[src/hw/rtl/b64lw_pkg.sv]
// shared types, constants and the alphabet function for the base64 line-wrap encoder
package b64lw_pkg;

   localparam logic [7:0] CHAR_PAD = 8'h3d;
   localparam logic [7:0] CHAR_CR  = 8'h0d;
   localparam logic [7:0] CHAR_LF  = 8'h0a;

   localparam logic [5:0] LINE_GROUPS_RESET = 6'd19;

   // register word index taken from the upper paddr bit
   localparam logic REG_LINE_GROUPS = 1'b0;

   typedef struct packed {
      logic [7:0] data_byte;
      logic       final_byte;
   } req_type;

   typedef struct packed {
      logic [7:0] out_char;
      logic       last_char;
   } rsp_type;

   // one group handed from the front to the back
   typedef struct packed {
      logic [23:0] bits;
      logic [1:0]  have;
      logic        wrap;
   } job_type;

   function automatic logic [7:0] enc_char(input logic [5:0] v);
      logic [7:0] c;
      if (v < 6'd26) begin
         c = 8'h41 + {2'b00, v};
      end else if (v < 6'd52) begin
         c = 8'h61 + {2'b00, v} - 8'd26;
      end else if (v < 6'd62) begin
         c = 8'h30 + {2'b00, v} - 8'd52;
      end else if (v == 6'd62) begin
         c = 8'h2b;
      end else begin
         c = 8'h2f;
      end
      return c;
   endfunction

endpackage

[src/hw/rtl/b64lw_front.sv]
// front end: gathers bytes into groups and decides where a line wraps
module b64lw_front (
   input  logic                clock,
   input  logic                reset,
   input  logic                in_accept,
   input  b64lw_pkg::req_type  in_item,
   input  logic [5:0]          line_groups,
   output logic                job_push,
   output b64lw_pkg::job_type  job_data
);

   logic [1:0]  pos_ff,  pos_in;
   logic [15:0] held_ff, held_in;
   logic [5:0]  gil_ff,  gil_in;
   logic        done;
   logic [5:0]  gil_next;
   logic        wrap;

   always_comb begin
      pos_in   = pos_ff;
      held_in  = held_ff;
      gil_in   = gil_ff;
      done     = 1'b0;
      wrap     = 1'b0;
      gil_next = gil_ff + 6'd1;
      job_data = '0;
      job_data.have = pos_ff + 2'd1;
      unique case (pos_ff)
         2'd0:    job_data.bits = {in_item.data_byte, 16'h0000};
         2'd1:    job_data.bits = {held_ff[15:8], in_item.data_byte, 8'h00};
         default: job_data.bits = {held_ff, in_item.data_byte};
      endcase
      if (in_accept) begin
         done = in_item.final_byte || (pos_ff == 2'd2);
         if (pos_ff == 2'd0) begin
            held_in = {in_item.data_byte, 8'h00};
         end else if (pos_ff == 2'd1) begin
            held_in = {held_ff[15:8], in_item.data_byte};
         end
         if (!done) begin
            pos_in = pos_ff + 2'd1;
         end else begin
            pos_in  = 2'd0;
            held_in = 16'h0000;
            // wrap as soon as the count reaches the limit, even if it was lowered
            if (line_groups == 6'd0) begin
               gil_in = 6'd0;
            end else if (gil_next >= line_groups) begin
               wrap   = 1'b1;
               gil_in = 6'd0;
            end else begin
               gil_in = gil_next;
            end
            if (in_item.final_byte) begin
               gil_in = 6'd0;
            end
         end
      end
      job_data.wrap = wrap;
      job_push      = done;
   end

   always_ff @(posedge clock) begin
      if (reset) begin
         pos_ff  <= 2'd0;
         held_ff <= 16'h0000;
         gil_ff  <= 6'd0;
      end else begin
         pos_ff  <= pos_in;
         held_ff <= held_in;
         gil_ff  <= gil_in;
      end
   end

endmodule

[src/hw/rtl/b64lw_fifo.sv]
// short group queue between the front and back ends
module b64lw_fifo #(
   parameter int DEPTH = 2
) (
   input  logic                clock,
   input  logic                reset,
   input  logic                push,
   input  b64lw_pkg::job_type  push_data,
   input  logic                pop,
   output b64lw_pkg::job_type  head,
   output logic                empty,
   output logic                full
);

   localparam int PTR_W = (DEPTH > 1) ? $clog2(DEPTH) : 1;
   localparam int CNT_W = $clog2(DEPTH + 1);
   localparam logic [PTR_W-1:0] LAST_PTR = PTR_W'(DEPTH - 1);
   localparam logic [CNT_W-1:0] FULL_CNT = CNT_W'(DEPTH);

   b64lw_pkg::job_type entry_ff [DEPTH];
   logic [PTR_W-1:0] wr_ff, wr_in;
   logic [PTR_W-1:0] rd_ff, rd_in;
   logic [CNT_W-1:0] cnt_ff, cnt_in;
   logic             do_push, do_pop;

   assign empty   = (cnt_ff == '0);
   assign full    = (cnt_ff == FULL_CNT);
   assign head    = entry_ff[rd_ff];
   assign do_push = push && !full;
   assign do_pop  = pop && !empty;

   always_comb begin
      wr_in  = wr_ff;
      rd_in  = rd_ff;
      cnt_in = cnt_ff;
      if (do_push) begin
         wr_in = (wr_ff == LAST_PTR) ? '0 : wr_ff + PTR_W'(1);
      end
      if (do_pop) begin
         rd_in = (rd_ff == LAST_PTR) ? '0 : rd_ff + PTR_W'(1);
      end
      if (do_push && !do_pop) begin
         cnt_in = cnt_ff + CNT_W'(1);
      end else if (do_pop && !do_push) begin
         cnt_in = cnt_ff - CNT_W'(1);
      end
   end

   always_ff @(posedge clock) begin
      if (do_push) begin
         entry_ff[wr_ff] <= push_data;
      end
   end

   always_ff @(posedge clock) begin
      if (reset) begin
         wr_ff  <= '0;
         rd_ff  <= '0;
         cnt_ff <= '0;
      end else begin
         wr_ff  <= wr_in;
         rd_ff  <= rd_in;
         cnt_ff <= cnt_in;
      end
   end

endmodule

[src/hw/rtl/b64lw_back.sv]
// back end: walks one group out as characters into the result register
module b64lw_back (
   input  logic                clock,
   input  logic                reset,
   input  logic                job_empty,
   input  b64lw_pkg::job_type  job,
   output logic                job_pop,
   output logic                out_valid,
   output b64lw_pkg::rsp_type  out_item,
   input  logic                out_pop
);

   logic [2:0]         k_ff, k_in;
   logic               valid_ff, valid_in;
   b64lw_pkg::rsp_type item_ff, item_in;
   logic               load;
   logic               job_end;
   logic [5:0]         sextet;
   logic [7:0]         ch;

   assign out_valid = valid_ff;
   assign out_item  = item_ff;

   always_comb begin
      unique case (k_ff[1:0])
         2'd0:    sextet = job.bits[23:18];
         2'd1:    sextet = job.bits[17:12];
         2'd2:    sextet = job.bits[11:6];
         default: sextet = job.bits[5:0];
      endcase
      if (k_ff == 3'd4) begin
         ch = b64lw_pkg::CHAR_CR;
      end else if (k_ff == 3'd5) begin
         ch = b64lw_pkg::CHAR_LF;
      end else if (k_ff > {1'b0, job.have}) begin
         ch = b64lw_pkg::CHAR_PAD;
      end else begin
         ch = b64lw_pkg::enc_char(sextet);
      end
      job_end = ((k_ff == 3'd3) && !job.wrap) || (k_ff == 3'd5);
      load    = !job_empty && (!valid_ff || out_pop);
      job_pop = load && job_end;

      k_in     = k_ff;
      valid_in = valid_ff && !out_pop;
      item_in  = item_ff;
      if (load) begin
         valid_in          = 1'b1;
         item_in.out_char  = ch;
         item_in.last_char = job_end;
         k_in              = job_end ? 3'd0 : k_ff + 3'd1;
      end
   end

   always_ff @(posedge clock) begin
      item_ff <= item_in;
   end

   always_ff @(posedge clock) begin
      if (reset) begin
         k_ff     <= 3'd0;
         valid_ff <= 1'b0;
      end else begin
         k_ff     <= k_in;
         valid_ff <= valid_in;
      end
   end

endmodule

[src/hw/rtl/base64_encoder_line_wrap_core.sv]
// top level of the base64 encoder with crlf line wrapping
//
//   channel   direction  handshake              payload
//   req_      in         push / full            b64lw_pkg::req_type
//   rsp_      out        pop / empty            b64lw_pkg::rsp_type
//   csr_      in         apb setup + access     line_groups at byte address 0
//
// one character leaves per cycle from the back end while the rsp_ side pops; a group is four
// characters, six with a crlf
// a byte is taken whenever it is offered while the group queue has room
// reset is synchronous, with no clearing pass
// a stalled rsp_ side backs up through the group queue into req_full
module base64_encoder_line_wrap_core #(
   parameter int QUEUE_DEPTH = 2
) (
   input  logic                clock,
   input  logic                reset,
   input  logic                req_push,
   output logic                req_full,
   input  b64lw_pkg::req_type  req_data,
   output logic                rsp_empty,
   input  logic                rsp_pop,
   output b64lw_pkg::rsp_type  rsp_data,
   input  logic                csr_psel,
   input  logic                csr_penable,
   input  logic                csr_pwrite,
   input  logic [2:0]          csr_paddr,
   input  logic [31:0]         csr_pwdata,
   output logic [31:0]         csr_prdata,
   output logic                csr_pready
);

   logic [5:0]         line_groups_ff, line_groups_in;
   logic               in_accept;
   logic               job_push;
   b64lw_pkg::job_type job_data;
   b64lw_pkg::job_type job_head;
   logic               job_pop;
   logic               job_empty;
   logic               out_valid;
   logic               csr_write;

   assign csr_pready = 1'b1;
   assign csr_write  = csr_psel && csr_penable && csr_pwrite && csr_pready;

   always_comb begin
      line_groups_in = line_groups_ff;
      if (csr_write && (csr_paddr[2] == b64lw_pkg::REG_LINE_GROUPS)) begin
         line_groups_in = csr_pwdata[5:0];
      end
      csr_prdata = '0;
      if (csr_paddr[2] == b64lw_pkg::REG_LINE_GROUPS) begin
         csr_prdata = {26'd0, line_groups_ff};
      end
   end

   always_ff @(posedge clock) begin
      if (reset) begin
         line_groups_ff <= b64lw_pkg::LINE_GROUPS_RESET;
      end else begin
         line_groups_ff <= line_groups_in;
      end
   end

   assign in_accept = req_push && !req_full;
   assign rsp_empty = !out_valid;

   b64lw_front u_front (
      .clock       (clock),
      .reset       (reset),
      .in_accept   (in_accept),
      .in_item     (req_data),
      .line_groups (line_groups_ff),
      .job_push    (job_push),
      .job_data    (job_data)
   );

   b64lw_fifo #(
      .DEPTH (QUEUE_DEPTH)
   ) u_fifo (
      .clock     (clock),
      .reset     (reset),
      .push      (job_push),
      .push_data (job_data),
      .pop       (job_pop),
      .head      (job_head),
      .empty     (job_empty),
      .full      (req_full)
   );

   b64lw_back u_back (
      .clock     (clock),
      .reset     (reset),
      .job_empty (job_empty),
      .job       (job_head),
      .job_pop   (job_pop),
      .out_valid (out_valid),
      .out_item  (rsp_data),
      .out_pop   (rsp_pop)
   );

endmodule

[config.mk]
export PLATFORM = sky130hd
export DESIGN_NAME = base64_encoder_line_wrap_core
export DESIGN_NICKNAME = d
export VERILOG_FILES = /design/src/hw/rtl/b64lw_pkg.sv /design/src/hw/rtl/b64lw_front.sv /design/src/hw/rtl/b64lw_fifo.sv /design/src/hw/rtl/b64lw_back.sv /design/src/hw/rtl/base64_encoder_line_wrap_core.sv
export SDC_FILE = /design/constraint.sdc
export NUM_CORES = 1
export LEC_CHECK = 0
export BUFFER_PORTS_ARGS = -buffer_cell sky130_fd_sc_hd__buf_2
export CORE_MARGIN = 3
export CORE_UTILIZATION = 40
export CTS_CLUSTER_DIAMETER = 120
export DETAILED_ROUTE_END_ITERATION = 7
export GPL_ROUTABILITY_DRIVEN = 1
export GPL_TIMING_DRIVEN = 0
export PLACE_DENSITY = 0.63
export SETUP_SLACK_MARGIN = 0.3
export SYNTH_ARGS = -nofsm -noshare
export SYNTH_HDL_FRONTEND = slang
export SYNTH_SLANG_ARGS = --single-unit
[constraint.sdc]
create_clock -name clock -period 4.2 [get_ports clock]
set_input_delay 0.21 -clock clock [delete_from_list [all_inputs] [get_ports clock]]
set_output_delay 0.21 -clock clock [all_outputs]
set_load 0.005 [all_outputs]
After elaboration in Yosys (flattened, before gate mapping). Memories as Yosys holds them, arrays and structs flattened. A register that Yosys moved wholly into a read port is not among the register bits. Index checks and enable logic that the tools add are counted.

Register bits: 47. Bits in latches: 0. Memory bits (writable): 54. Memory bits (read-only): 0. Input port bits: 51. Word-level logic and storage cells: 107. Memories kept: 1.

Add/subtract/negate cells: 12. Multiply operators: 0. Divide/modulo/power cells: 0. Order comparisons: 5. Eq/ne operators: 9. Shift-type cells: 0. Multiplexer cells: 31. Bitwise logic cells: 1. Reductions and logical operators: 34.

Memory list: u_fifo.entry_ff (words 2, bits a word 27, read ports 1, clocked after memory_dff 1, wr ports 1, line b64lw_fifo.sv:20) `b64lw_pkg::job_type entry_ff [DEPTH];`.

Operators by type and width (number): $pmux 24 s2 (1); $mux 16 (2); $mux 8 (4); $mux 6 (5); $pmux 6 s3 (1); $add 7x6->8 const A (2); $logic_and 1x1->1 (12); $lt 6x6->1 const B (2); $mux 1 (12); $mux 3 (3); $sub 8x5->8 const B (1); $sub 8x6->8 const B (1); $add 6x6->7 const A (1); $logic_not 1->1 (7); $add 6x1->6 const B (1); $eq 2x2->1 const B (3); $eq 3x3->1 const B (2); $eq 6x6->1 const B (1); $ge 6x6->1 (1); $logic_not 2->1 (3); $logic_not 6->1 (1); $lt 6x5->1 const B (1); $mux 2 (3); $reduce_and 2->1 (3); 13 further kinds (19).

Logic depth before layout (Yosys ltp). Gate-level depths: netlist of run 1.

Word-level depth: 9. Gate-level depth with buffers: 15. Gate-level depth less buffers: 13.

By module. A second synthesis of run 1 with hierarchy kept.

Cell total of the unflattened synthesis: 480. Area, all modules: 5276.3 um^2.

Modules (own cells, without submodules): b64lw_fifo (instances 1, cells each 109, area each 2163.3 um^2, seq. area each 1721.7 um^2); b64lw_front (instances 1, cells each 179, area each 1466.4 um^2, seq. area each 480.5 um^2); b64lw_back (instances 1, cells each 128, area each 1108.6 um^2, seq. area each 350.3 um^2); base64_encoder_line_wrap_core (instances 1, cells each 64, area each 538.0 um^2, seq. area each 120.1 um^2).

Worst setup path before layout of run 1. No wires, ideal clock.

Path type: reg-to-reg. From: register u_back.k_ff[0]. To: register u_back.item_ff (netlist bit u_back.out_item[4]) (data pin). Setup time: 0.276 ns. Arrival: 3.353 ns. Data required time: 3.924 ns. Path slack: 0.571 ns. Stages on the path, launching flop included: 15. Buffers on the path: 1. Cell sequence: dfxtp_1 > inv_1 > ha_1 > buf_2 > a222oi_1 > nand2_1 > a32oi_1 > inv_1 > ha_1 > and2_1 > a311o_1 > a41oi_4 > mux2_2 > nand2_1 > o2111ai_1.

Word-level cells in the longest chain between the ends: 7.

RTL lines: from (decl) (line b64lw_back.sv:13) `logic [2:0] k_ff, k_in;`; from (signal assigned) (line b64lw_back.sv:64) `k_ff <= k_in;`; $eq 2x2->1, or another cell as far along (line b64lw_back.sv:25) `unique case (k_ff[1:0])`; $pmux 6 s3 (line b64lw_back.sv:25); $add 6x6->7 (line b64lw_pkg.sv:37) `c = 8'h30 + {2'b00, v} - 8'd52;`; $sub 8x6->8 (line b64lw_pkg.sv:37); $mux 8 (line b64lw_pkg.sv:36) `end else if (v < 6'd62) begin`; $mux 8 (line b64lw_pkg.sv:34) `end else if (v < 6'd52) begin`; $mux 8 (line b64lw_pkg.sv:32) `if (v < 6'd26) begin`; to (signal assigned) (line b64lw_back.sv:56) `item_ff <= item_in;`; to (decl) (line b64lw_back.sv:15) `b64lw_pkg::rsp_type item_ff, item_in;`.

Parallel ways exist; a longest one is shown, timed or not. A chain may end at the register's enable or synchronous reset.

Worst setup path in the final report of run 1.
From: register u_back.k_ff[0]. To: register u_back.item_ff (netlist bit u_back.out_item[2]) (data pin).

Word-level cells in the longest chain between the ends: 9.

RTL lines: $eq 2x2->1, or another cell as far along (line b64lw_back.sv:25); $pmux 6 s3 (line b64lw_back.sv:25); $add 6x6->7 (line b64lw_pkg.sv:37); $sub 8x6->8 (line b64lw_pkg.sv:37); $mux 8 (line b64lw_pkg.sv:36); $mux 8 (line b64lw_pkg.sv:34); $mux 8 (line b64lw_pkg.sv:32); $mux 6 (line b64lw_back.sv:35) `end else if (k_ff > {1'b0, job.have}) begin`; $mux 3 (line b64lw_back.sv:33) `end else if (k_ff == 3'd5) begin`.

Parallel ways exist; a longest one is shown, timed or not.

==> results of run 1 <==
## flip-flops by register name, summed over array words and instances (netlist names), named ones only
register          count
u_back.k_ff           3
u_back.out_item       9
line_groups_ff        6
u_back.out_valid      1
u_fifo.cnt_ff         2
u_fifo.entry_ff      54
u_front.pos_ff        2
u_fifo.wr_ff          1
u_front.gil_ff        6
u_fifo.rd_ff          1
u_front.held_ff      16
## final cells by class
cell class              instances  area (um2)
repair buffers                 46         268
clock buffers                  10         229
plain buffers                  45         300
multi-input cells             333        2260
flip-flops and latches        102        2680
clock inverters                 6        53.8
fillers                      1191        6580
well taps                     172         215
inverters                      25        96.3
## metal layers
metal / global-route usage, % / routed length [um] / share of wire (%)
met1: 20.1 / 4940 / 47
met2: 24.9 / 5090 / 48
met3: 4.34 / 480 / 4.5
met4: 3.58 / 90 / 0.85
met5: 0 / 0 / 0
## Yosys cell counts (3+ instances only)
library cell and count:
a22o_1 13, a211oi_1 9, mux2_2 6, or3_1 3, a31oi_1 3, a22oi_1 15
clkbuf_1 12, dfxtp_1 39, inv_1 23, a21oi_1 23, and2_1 12, a21o_1 5
mux2i_1 11, nor2b_1 5, buf_2 4, nand2_1 31, nand2b_1 15, buf_4 27
nand3_1 14, or2_2 3, nor2_1 37, edfxtp_1 63, a222oi_1 5, xnor2_1 9
ha_1 25, o21ai_0 13, xor2_1 3, a211o_1 3, nor3_1 7
## report_power, final
group          switching (mW)  internal (mW)  total [mW]
clock network           0.373          0.414       0.787
logic                   0.490          0.361       0.851
registers              0.0326           1.17        1.21
total                   0.896           1.95        2.84
## per-stage QoR
| stage | setup WS [ns] | instance area, um2 |
|---|---|---|
| 2_1_floorplan | 0.571 | 5290 |
| 3_3_place_gp | -0.0145 | 5700 |
| 3_5_place_dp | -0.0164 | 5730 |
| 4_1_cts | 0.325 | 6050 |
| 5_1_grt | 0.291 | 6090 |
| 6_report | 0.429 | 6090 |
## worst register-to-register path, stage by stage, from the launching register on
cell and delay, ns:
dfxtp_2 0.38, inv_1 0.09, ha_2 0.23, clkbuf_4 0.21
a222oi_1 0.41, nand2_1 0.16, a32oi_4 0.32, inv_2 0.10
ha_2 0.22, and2_1 0.16, a311o_1 0.37, a41oi_4 0.29
buf_12 0.16, nor3_1 0.04, o31ai_1 0.27, a22oi_1 0.11
## path summary, 6_finish.rpt
path,endpoint,slack [ns]
max,u_back.out_item[2],0.43
min reg2reg,u_front.held_ff[1],0.45
min,line_groups_ff[3],0.10
max reg2reg,u_back.out_item[2],0.43
## cell families after synthesis
logic type	Yosys count	synth area share (%)
XOR/XNOR	12	2.02
adder cells (fa/ha/maj)	25	6.02
buffers and inverters	70	7.51
multiplexers	20	4.14
AND/OR/NAND/NOR	139	13.3
flip-flops	102	51.4
other	2	0.145
AO/OA/AOI/OAI	110	15.4
## timing repair
action                     CTS  global route
setup endpoints to repair    8             5
gates resized for setup      5             8
pin swaps                    1             4
buffers inserted             1             4
==> reports/qor.yml, run 1 <==
timing:
  finalSetupTns_ns: 0
  rsz0062_at_grt: "false"
  fin_crit_sh_pct: 89.8
  fin_skew_ns: 0.00764
  maxSlewViolCount: 0
  fin_crit_ns: 3.77
  worst-slew-pin-transition_ns: 1.22
  final-hold-violation-count: 0
  max_freq_ghz: 0.265
  slew_headroom_pct: 18.5
  setup_violations: 0
  timing.hold.ws_ns: 0.104
synthesis:
  ys_top_cells_by_area: "edfxtp_1, dfxtp_1, ha_1"
  async_flop_share_pct: 0
  ys_warn_count: 0
  ys.flop_type: "edfxtp_1"
  synth_area_per_cell_um2: 10.8
  netlist_instances: 480
  synth_edf_count: 63
  yosysTopAreaCell: "edfxtp_1"
  ys_seq_area_share_pct: 51.4
  synth_top_cell_area_share_pct: 36.4
  netlist_area_mm2: 0.00519
  ys_ff_latch: 102
  synth.distinct_cells: 61
worst_setup_path:
  critical_path.top_delay_family: "compound AO/OA/AOI/OAI gates"
  crit_top_cell: "ha_2"
  cp.buffers_inverters: 4
  slowest_stage: "a222oi_1"
  timing_worst_setup_path_type: "reg -> reg"
  path_depth: 15
  critPathMaxStageDelay_ns: 0.41
  end_kind: "flop"
  path_cells: "inv_1 -> ha_2 -> clkbuf_4 -> a222oi_1 -> nand2_1 -> a32oi_4 -> inv_2 -> ha_2 -> and2_1 -> a311o_1 -> a41oi_4 -> buf_12 -> nor3_1 -> o31ai_1 -> a22oi_1"
  cp.arrival_ns: 3.85
  cp-startpoint: "u_back.k_ff[0]"
  cp-start-kind: "flop"
  r2r_cells: 15
  r2r_start: "u_back.k_ff[0]"
  crit_fanout: 10
  required_ns: 4.28
clock_tree:
  cts.clk_slew.worst_paths_ns: 0.07
  root_buffer: "clkbuf_16"
  cts_buffers: 9
  ctsHoldBuffers: 0
  htreeDepth: 3
  clk_latency_ns: 0.34
  cts_max_path_buffers: 2
  cts_sinks: 102
  cts_tree: "done"
placed_design:
  io_buffers: 39
  place.gp.congestion: 0.872
  dpl.hpwl_um: 7880
  dp.cells: 718
hold_path:
  hp-class: "in -> reg"
  hold-path-cell-count: 3
  holdCritStartpoint: "csr_pwdata[3]"
global_route:
  grt-ovfl-total: 0
  grt_max_degree: 28
  grt_pass1_vias: 3589
  grt_usage_pct: 15.2
  grt_pass1_wl_um: 17700
  antenna_found_initial: 0
floorplan:
  ios: 95
  start_util_pct: 41.0
  die_w_um: 120
  dieHeight_um: 120
  rows: 41
  core_area_mm2: 0.0127
  dieArea_mm2: 0.0144
routing:
  antenna_left: 0
  drt-initial-drc-count: 285
  first_pass_iters: 6
  wl_um: 10600
  wl_per_cell_um: 14.3
  drc_errors: 0
  dr_total_vias: 3699
  drt-vias-per-instance: 5.01
finish:
  mostFrequentLayoutCell: "edfxtp_1"
  layout-drive-gt1-share_pct: 21.3
  antenna_cells: 0
  syn_to_final_growth_pct: 17.3
  finalCoreUtilization_pct: 48.1
  final_cells: 739
  fin_nets: 638
  mostFrequentLayoutCells: "edfxtp_1, buf_2, nor2_1, dfxtp_1, buf_4"
pwr:
  power.total_mw: 2.84
  power.leakage_nw: 2.44
  powerDensity_mw_per_mm2: 467
  peakVddDrop_mv: 0.259
run_status:
  status: "finished clean"
job:
  maxCapViolCount: 0
Note: power is estimated with default switching activity, not from simulation.
==> inputs of run 2 (changes only) <==
--- a/config.mk
+++ b/config.mk
@@ -6,13 +6,13 @@
 export NUM_CORES = 1
 export LEC_CHECK = 0
 export BUFFER_PORTS_ARGS = -buffer_cell sky130_fd_sc_hd__buf_2
-export CORE_MARGIN = 3
-export CORE_UTILIZATION = 40
+export CAP_MARGIN = 40
+export CORE_UTILIZATION = 30
 export CTS_CLUSTER_DIAMETER = 120
 export DETAILED_ROUTE_END_ITERATION = 7
 export GPL_ROUTABILITY_DRIVEN = 1
 export GPL_TIMING_DRIVEN = 0
-export PLACE_DENSITY = 0.63
+export PLACE_DENSITY = 0.5
 export SETUP_SLACK_MARGIN = 0.3
 export SYNTH_ARGS = -nofsm -noshare
 export SYNTH_HDL_FRONTEND = slang
==> run 2 against run 1 <==
Compared with the run above: sequential power barely moved; critical path depth unchanged; largest cell class unchanged; register-to-register slack gained 0.09 ns; clock skew increased by 0.0017 ns; via count shrank 1.2%; flip-flop and latch count stayed put; cell area is 1.5% higher; routed wire length increased by 3.7%; total power rose by 1.4%.
==> reports/qor.yml, run 2 (synthesis gave the netlist of run 1 again) <==
worst_setup_path:
  cp.arrival_ns: 3.76  # was 3.85 ns
  slowest_stage: "dfxtp_4"  # was a222oi_1
  path_cells: "inv_1 -> ha_2 -> clkbuf_4 -> a222oi_1 -> nand2_1 -> a32oi_4 -> inv_4 -> ha_2 -> and2_1 -> a311o_1 -> a41oi_4 -> buf_12 -> nor3_1 -> o31ai_1 -> a22oi_1"  # was inv_1 -> ha_2 -> clkbuf_4 -> a222oi_1 -> nand2_1 -> a32oi_4 -> inv_2 -> ha_2 -> and2_1 -> a311o_1 -> a41oi_4 -> buf_12 -> nor3_1 -> o31ai_1 -> a22oi_1
  required_ns: 4.28  # about the same
  crit_top_cell: "ha_2"  # unchanged
  critPathMaxStageDelay_ns: 0.38  # was 0.41 ns
  cp-start-kind: "flop"  # unchanged
  end_kind: "flop"  # unchanged
  timing_worst_setup_path_type: "reg -> reg"  # unchanged
  r2r_start: "u_back.k_ff[0]"  # unchanged
  cp-startpoint: "u_back.k_ff[0]"  # unchanged
  crit_fanout: 10  # unchanged
finish:
  mostFrequentLayoutCells: "edfxtp_1, buf_2, nor2_1, dfxtp_1, buf_4"  # unchanged
  mostFrequentLayoutCell: "edfxtp_1"  # unchanged
  regMostFlops: "u_fifo.entry_ff"  # unchanged
  largest_register_ffs: 54  # unchanged
  syn_to_final_growth_pct: 19.1  # was 17.3%
  layout-drive-gt1-share_pct: 21.7  # was 21.3%
  finalCoreUtilization_pct: 36.9  # was 48.1%
  fillers: 1703  # was 1191
  fin_nets: 639  # was 638
  antenna_cells: 0  # unchanged
floorplan:
  dieArea_mm2: 0.0178  # was 0.0144 mm2
  ios: 95  # unchanged
  core_area_mm2: 0.0168  # was 0.0127 mm2
  start_util_pct: 31.0  # was 41.0%
  dieHeight_um: 134  # was 120 um
  die_w_um: 134  # was 120 um
  rows: 47  # was 41
job:
  maxCapViolCount: 0  # unchanged
timing:
  worst-slew-pin-transition_ns: 0.740  # was 1.22 ns
  fin_crit_ns: 3.68  # was 3.77 ns
  fin_skew_ns: 0.00939  # was 0.00764 ns
  slew_headroom_pct: 50.7  # was 18.5%
  max_freq_ghz: 0.272  # was 0.265 GHz
  finalSetupTns_ns: 0  # unchanged
  rsz0062_at_grt: "false"  # unchanged
  fin_crit_sh_pct: 87.6  # was 89.8%
  final-hold-violation-count: 0  # unchanged
  maxSlewViolCount: 0  # unchanged
  setup_violations: 0  # unchanged
routing:
  wl_per_cell_um: 14.0  # was 14.3 um
  drt-vias-per-instance: 4.64  # was 5.01
  antenna_left: 0  # unchanged
  dr_total_vias: 3654  # was 3699
  drc_errors: 0  # unchanged
  first_pass_iters: 5  # was 6
  wl_um: 11000  # was 10600 um
  drt-initial-drc-count: 127  # was 285
global_route:
  grt_pass1_vias: 3557  # was 3589
  grt_max_degree: 20  # was 28
  antenna_found_initial: 0  # unchanged
  grt_usage_pct: 12.7  # was 15.2%
  grt-ovfl-total: 0  # unchanged
  grt_pass1_wl_um: 17800  # was 17700 um
clock_tree:
  cts_tree: "done"  # unchanged
  cts_buffers: 9  # unchanged
  cts_max_path_buffers: 2  # unchanged
  ctsHoldBuffers: 0  # unchanged
  htreeDepth: 3  # unchanged
  root_buffer: "clkbuf_16"  # unchanged
  cts_sinks: 102  # unchanged
  cts.clk_slew.worst_paths_ns: 0.07  # about the same
  clk_latency_ns: 0.35  # was 0.34 ns
placed_design:
  place.gp.congestion: 0.874  # was 0.872
  dpl.hpwl_um: 8280  # was 7880 um
  io_buffers: 39  # unchanged
pwr:
  peakVddDrop_mv: 0.218  # was 0.259 mV
  power.leakage_nw: 2.46  # was 2.44 nW
  powerDensity_mw_per_mm2: 466  # was 467 mW/mm2
hold_path:
  holdCritStartpoint: "csr_pwdata[3]"  # unchanged
  hp-class: "in -> reg"  # unchanged
run_status:
  status: "finished clean"  # unchanged
[run 2: changes by cell type in the layout (fill, tap and decap cells not counted)]
cell / change
dfxtp_2: -2
clkbuf_1: -1
inv_2: -1
inv_4: +1
buf_8: +1
buf_4: +1
clkinvlp_4: -1
buf_6: -2
buf_2: +1
clkbuf_8: +1
dfxtp_4: +2
clkinv_8: +1
[run 2: through the flow]
step                worst slack (ns)  power, mW  hold WS, ns  area, um2  instances
finish                         0.520       2.88        0.101       6190        788
global placement              -0.138       2.01        0.442       5760        764
global route                   0.312       3.04       0.0889       6190        788
floorplan                      0.571       1.80        0.354       5290        505
detailed placement           -0.0140       2.02        0.444       5800        768
CTS                            0.323       2.88       0.0860       6140        785
[run 2: what timing repair did]
item,4_1_cts,5_1_grt
hold endpoints to repair,0,0
cloned,0,0
resized for setup,5,11
pin swaps,1,5
buffers inserted,1,3
endpoints found under the setup margin,8,6
[run 2: path summary, 6_finish.rpt]
check | endpoint | slack (ns) | cells after the start
max | u_back.out_item[2] | 0.52 | 15
min | line_groups_ff[3] | 0.10 | 3
max reg2reg | u_back.out_item[2] | 0.52 | 15
min reg2reg | u_front.held_ff[7] | 0.45 | 2
[run 2: layout make-up]
class	count	area (um2)	share of cell area, %
Buffer	45	300	4.85
Sequential cell	102	2680	43.3
Clock buffer	10	239	3.86
Clock inverter	6	62.6	1.01
Multi-Input combinational cell	333	2260	36.5
Tap cell	220	275	4.45
Inverter	25	98.8	1.60
Timing Repair Buffer	47	273	4.41
[run 2: critical path, delay by kind of cell (launching register included)]
family                     cells  cell delay [ns]
buffers and inverters          4             0.53
AOI/OAI and AO/OA              6             1.70
DFF                            1             0.38
and+or+nand+nor                3             0.37
adders and majority gates      2             0.45
[run 2: layer usage]
layer  vias up  wire, um  track usage, %
met4         0       176            4.29
met5         -         0               0
met2        89      5040            20.7
met1      1688      5370            16.3
li1       1862         -               -
met3        15       400            3.27
[run 2: report_power, final]
group | switching [mW] | internal (mW) | total (mW)
combinational | 0.486 | 0.358 | 0.844
clock | 0.397 | 0.435 | 0.832
sequential | 0.0334 | 1.17 | 1.21
total | 0.916 | 1.97 | 2.88
==> inputs of run 3 (changes only) <==
--- a/config.mk
+++ b/config.mk
@@ -5,6 +5,7 @@
 export SDC_FILE = /design/constraint.sdc
 export NUM_CORES = 1
 export LEC_CHECK = 0
+export ABC_AREA = 1
 export BUFFER_PORTS_ARGS = -buffer_cell sky130_fd_sc_hd__buf_2
 export CAP_MARGIN = 40
 export CORE_UTILIZATION = 30
==> run 3 against run 2 <==
Compared with the run above: total power fell by 2.8%; maximum frequency rose by 26%; synthesized cell count rose by 31%; routed wire length rose by 7.4%.
==> reports/qor.yml, run 3 <==
worst_setup_path:
  path_cells: "inv_1 -> ha_1 -> buf_2 -> o211ai_1 -> nand2_1 -> o21ai_1 -> ha_1 -> nand4_2 -> nand2_2 -> buf_6 -> nand2_1 -> nand2_1 -> nand3_1 -> nand2_1 -> nand2_1"  # was inv_1 -> ha_2 -> clkbuf_4 -> a222oi_1 -> nand2_1 -> a32oi_4 -> inv_4 -> ha_2 -> and2_1 -> a311o_1 -> a41oi_4 -> buf_12 -> nor3_1 -> o31ai_1 -> a22oi_1
  end_kind: "flop"  # unchanged
  required_ns: 4.30  # was 4.28 ns
  path_depth: 15  # unchanged
  timing_worst_setup_path_type: "reg -> reg"  # unchanged
  slowest_stage: "o21ai_1"  # was dfxtp_4
  cp.buffers_inverters: 3  # was 4
  r2r_cells: 15  # unchanged
  cp.arrival_ns: 3.02  # was 3.76 ns
  critPathMaxStageDelay_ns: 0.43  # was 0.38 ns
  crit_fanout: 10  # unchanged
  critical_path.top_delay_family: "simple AND/OR/NAND/NOR gates"  # was compound AO/OA/AOI/OAI gates
  crit_top_cell: "nand2_1"  # was ha_2
  cp-start-kind: "flop"  # unchanged
synthesis:
  async_flop_share_pct: 0  # unchanged
  ys_seq_area_share_pct: 49.5  # was 51.4%
  ys_warn_count: 0  # unchanged
  synth_top_cell_area_share_pct: 35.0  # was 36.4%
  ys_ff_latch: 102  # unchanged
  synth.most_common_cell: "nand2_1"  # was edfxtp_1
  ys_top_cells_by_area: "edfxtp_1, dfxtp_1, nand2_1"  # was edfxtp_1, dfxtp_1, ha_1
  ys.flop_type: "edfxtp_1"  # unchanged
  synth_edf_count: 63  # unchanged
  netlist_instances: 629  # was 480
  synth_area_per_cell_um2: 8.59  # was 10.8 um2
  ys_top_cells_by_count: "nand2_1, inv_1, edfxtp_1"  # was edfxtp_1, dfxtp_1, nor2_1
  yosysTopAreaCell: "edfxtp_1"  # unchanged
  netlist_area_mm2: 0.00540  # was 0.00519 mm2
  synth.distinct_cells: 45  # was 61
finish:
  final_cells: 934  # was 788
  syn_to_final_growth_pct: 16.4  # was 19.1%
  mostFrequentLayoutCell: "nand2_1"  # was edfxtp_1
  fillers: 1821  # was 1703
  multiInputGateArea_mm2: 0.00222  # was 0.00226 mm2
  fin_nets: 780  # was 639
  layout-drive-gt1-share_pct: 16.6  # was 21.7%
  regMostFlops: "u_fifo.entry_ff"  # unchanged
  mostFrequentLayoutCells: "nand2_1, inv_1, edfxtp_1"  # was edfxtp_1, buf_2, nor2_1, dfxtp_1, buf_4
  antenna_cells: 0  # unchanged
  seq_area_mm2: 0.00267  # was 0.00268 mm2
  largest_register_ffs: 54  # unchanged
  finalCoreUtilization_pct: 36.1  # was 36.9%
clock_tree:
  htreeDepth: 3  # unchanged
  cts_tree: "done"  # unchanged
  cts_buffers: 9  # unchanged
  root_buffer: "clkbuf_16"  # unchanged
  cts.clk_slew.worst_paths_ns: 0.07  # about the same
  cts_max_path_buffers: 2  # unchanged
  ctsResizeCount: 0  # was 5
  cts_sinks: 102  # unchanged
  ctsHoldBuffers: 0  # unchanged
  post_cts_buffers: 0  # was 1
  clk_latency_ns: 0.36  # was 0.35 ns
floorplan:
  die_w_um: 136  # was 134 um
  dieHeight_um: 136  # was 134 um
  start_util_pct: 31.0  # about the same
  core_area_mm2: 0.0174  # was 0.0168 mm2
  ios: 95  # unchanged
  dieArea_mm2: 0.0186  # was 0.0178 mm2
  rows: 48  # was 47
pwr:
  pwr-share-clk_pct: 28.5  # was 28.9%
  powerDensity_mw_per_mm2: 446  # was 466 mW/mm2
  sw_frac_of_total_pct: 33.4  # was 31.8%
  combPwrFrac_pct: 28.7  # was 29.3%
  peakVddDrop_mv: 0.220  # was 0.218 mV
  power.switching_mw: 0.938  # was 0.916 mW
  power.leakage_nw: 2.78  # was 2.46 nW
  p_int_mw: 1.87  # was 1.97 mW
  share_seq_of_total_power_pct: 42.8  # was 41.9%
  power.total_mw: 2.80  # was 2.88 mW
run_status:
  status: "finished clean"  # unchanged
timing:
  final-hold-violation-count: 0  # unchanged
  setup_violations: 0  # unchanged
  fin_crit_ns: 2.92  # was 3.68 ns
  slew_headroom_pct: 44.3  # was 50.7%
  finalSetupTns_ns: 0  # unchanged
  worst-slew-pin-transition_ns: 0.834  # was 0.740 ns
  rsz0062_at_grt: "false"  # unchanged
  fin_skew_ns: 0.0122  # was 0.00939 ns
  max_freq_ghz: 0.342  # was 0.272 GHz
  fin_crit_sh_pct: 69.6  # was 87.6%
  timing.hold.ws_ns: 0.0755  # was 0.101 ns
  maxSlewViolCount: 0  # unchanged
hold_path:
  hold-path-cell-count: 3  # unchanged
  hp-class: "in -> reg"  # unchanged
placed_design:
  io_buffers: 38  # was 39
  dp.cells: 918  # was 768
  dpl.hpwl_um: 9090  # was 8280 um
  place.gp.congestion: 0.827  # was 0.874
global_route:
  grt_max_degree: 29  # was 20
  antenna_found_initial: 0  # unchanged
  grt_pass1_vias: 4036  # was 3557
  grt-ovfl-total: 0  # unchanged
  grt_pass1_wl_um: 19700  # was 17800 um
  grt_usage_pct: 13.8  # was 12.7%
routing:
  wl_um: 11800  # was 11000 um
  drt-initial-drc-count: 187  # was 127
  dr_total_vias: 4209  # was 3654
  antenna_left: 0  # unchanged
  drc_errors: 0  # unchanged
  drt-vias-per-instance: 4.51  # was 4.64
  wl_per_cell_um: 12.6  # was 14.0 um
  first_pass_iters: 5  # unchanged
job:
  maxCapViolCount: 0  # unchanged
## run 3: changes by cell type after synthesis, sizes merged, moves of 17 or more
cell,delta
o21ai,+37
a21oi,+17
nand2,+116
nand3,+34
inv,+58
## run 3: stage by stage
stage / cell area, um2 / worst slack [ns]
floorplan: 5500 / 1.75
global placement: 5970 / 0.814
detailed placement: 6010 / 1.32
CTS: 6290 / 1.30
global route: 6290 / 1.06
finish: 6290 / 1.28
## run 3: final timing paths
check                  from                 end  slack (ns)
max          u_back.k_ff[0]  u_back.out_item[1]        1.28
min reg2reg    u_fifo.rd_ff                flop        0.46
min           csr_pwdata[1]   line_groups_ff[1]        0.08
max reg2reg  u_back.k_ff[0]  u_back.out_item[1]        1.28
## run 3: cell families (layout without fill, tap and decap cells)
| logic type | Yosys count | after routing | share of synthesized area, % |
|---|---|---|---|
| and+or+nand+nor | 258 | 258 | 20.7 |
| other | 2 | 27 | 0.139 |
| xor gates and xnor gates | 7 | 7 | 1.13 |
| AOI/OAI and AO/OA | 108 | 108 | 11.2 |
| adders and majority gates | 25 | 25 | 5.79 |
| buffers and inverters | 126 | 181 | 11.4 |
| DFF | 102 | 102 | 49.5 |
| muxes | 1 | 1 | 0.185 |
## run 3: area by class of cell
cell class	count	area share [%]
clock inverter	6	0.855
clock buffer	10	3.64
inverter	84	5.05
timing repair buffer	39	3.46
buffer	42	4.73
tap	225	4.48
multi-input combinational	426	35.3
sequential	102	42.5
## run 3: worst reg2reg max path, stage by stage (launching register included)
cell and delay, ns:
dfxtp_1 0.41, inv_1 0.12, ha_1 0.21, buf_2 0.20, o211ai_1 0.13, nand2_1 0.12
o21ai_1 0.43, ha_1 0.34, nand4_2 0.16, nand2_2 0.12, buf_6 0.14, nand2_1 0.06
nand2_1 0.05, nand3_1 0.07, nand2_1 0.09, nand2_1 0.05
## run 3: layer usage
layer	routed length [um]	track usage, %	vias to the layer above
met3	469	2.57	16
met5	0	0	-
li1	-	-	2167
met1	5580	17.5	1932
met2	5560	23.1	94
met4	197	5.25	0
## run 3: power groups by stage
stage                     sequential (mW)  clock [mW]  combinational (mW)
final                                1.20       0.798               0.805
after global routing                 1.21       0.856               0.928
after CTS                            1.20       0.826               0.809
after detailed placement             1.22           0               0.806
after global placement               1.22           0               0.790
after floorplan                      1.22           0               0.583
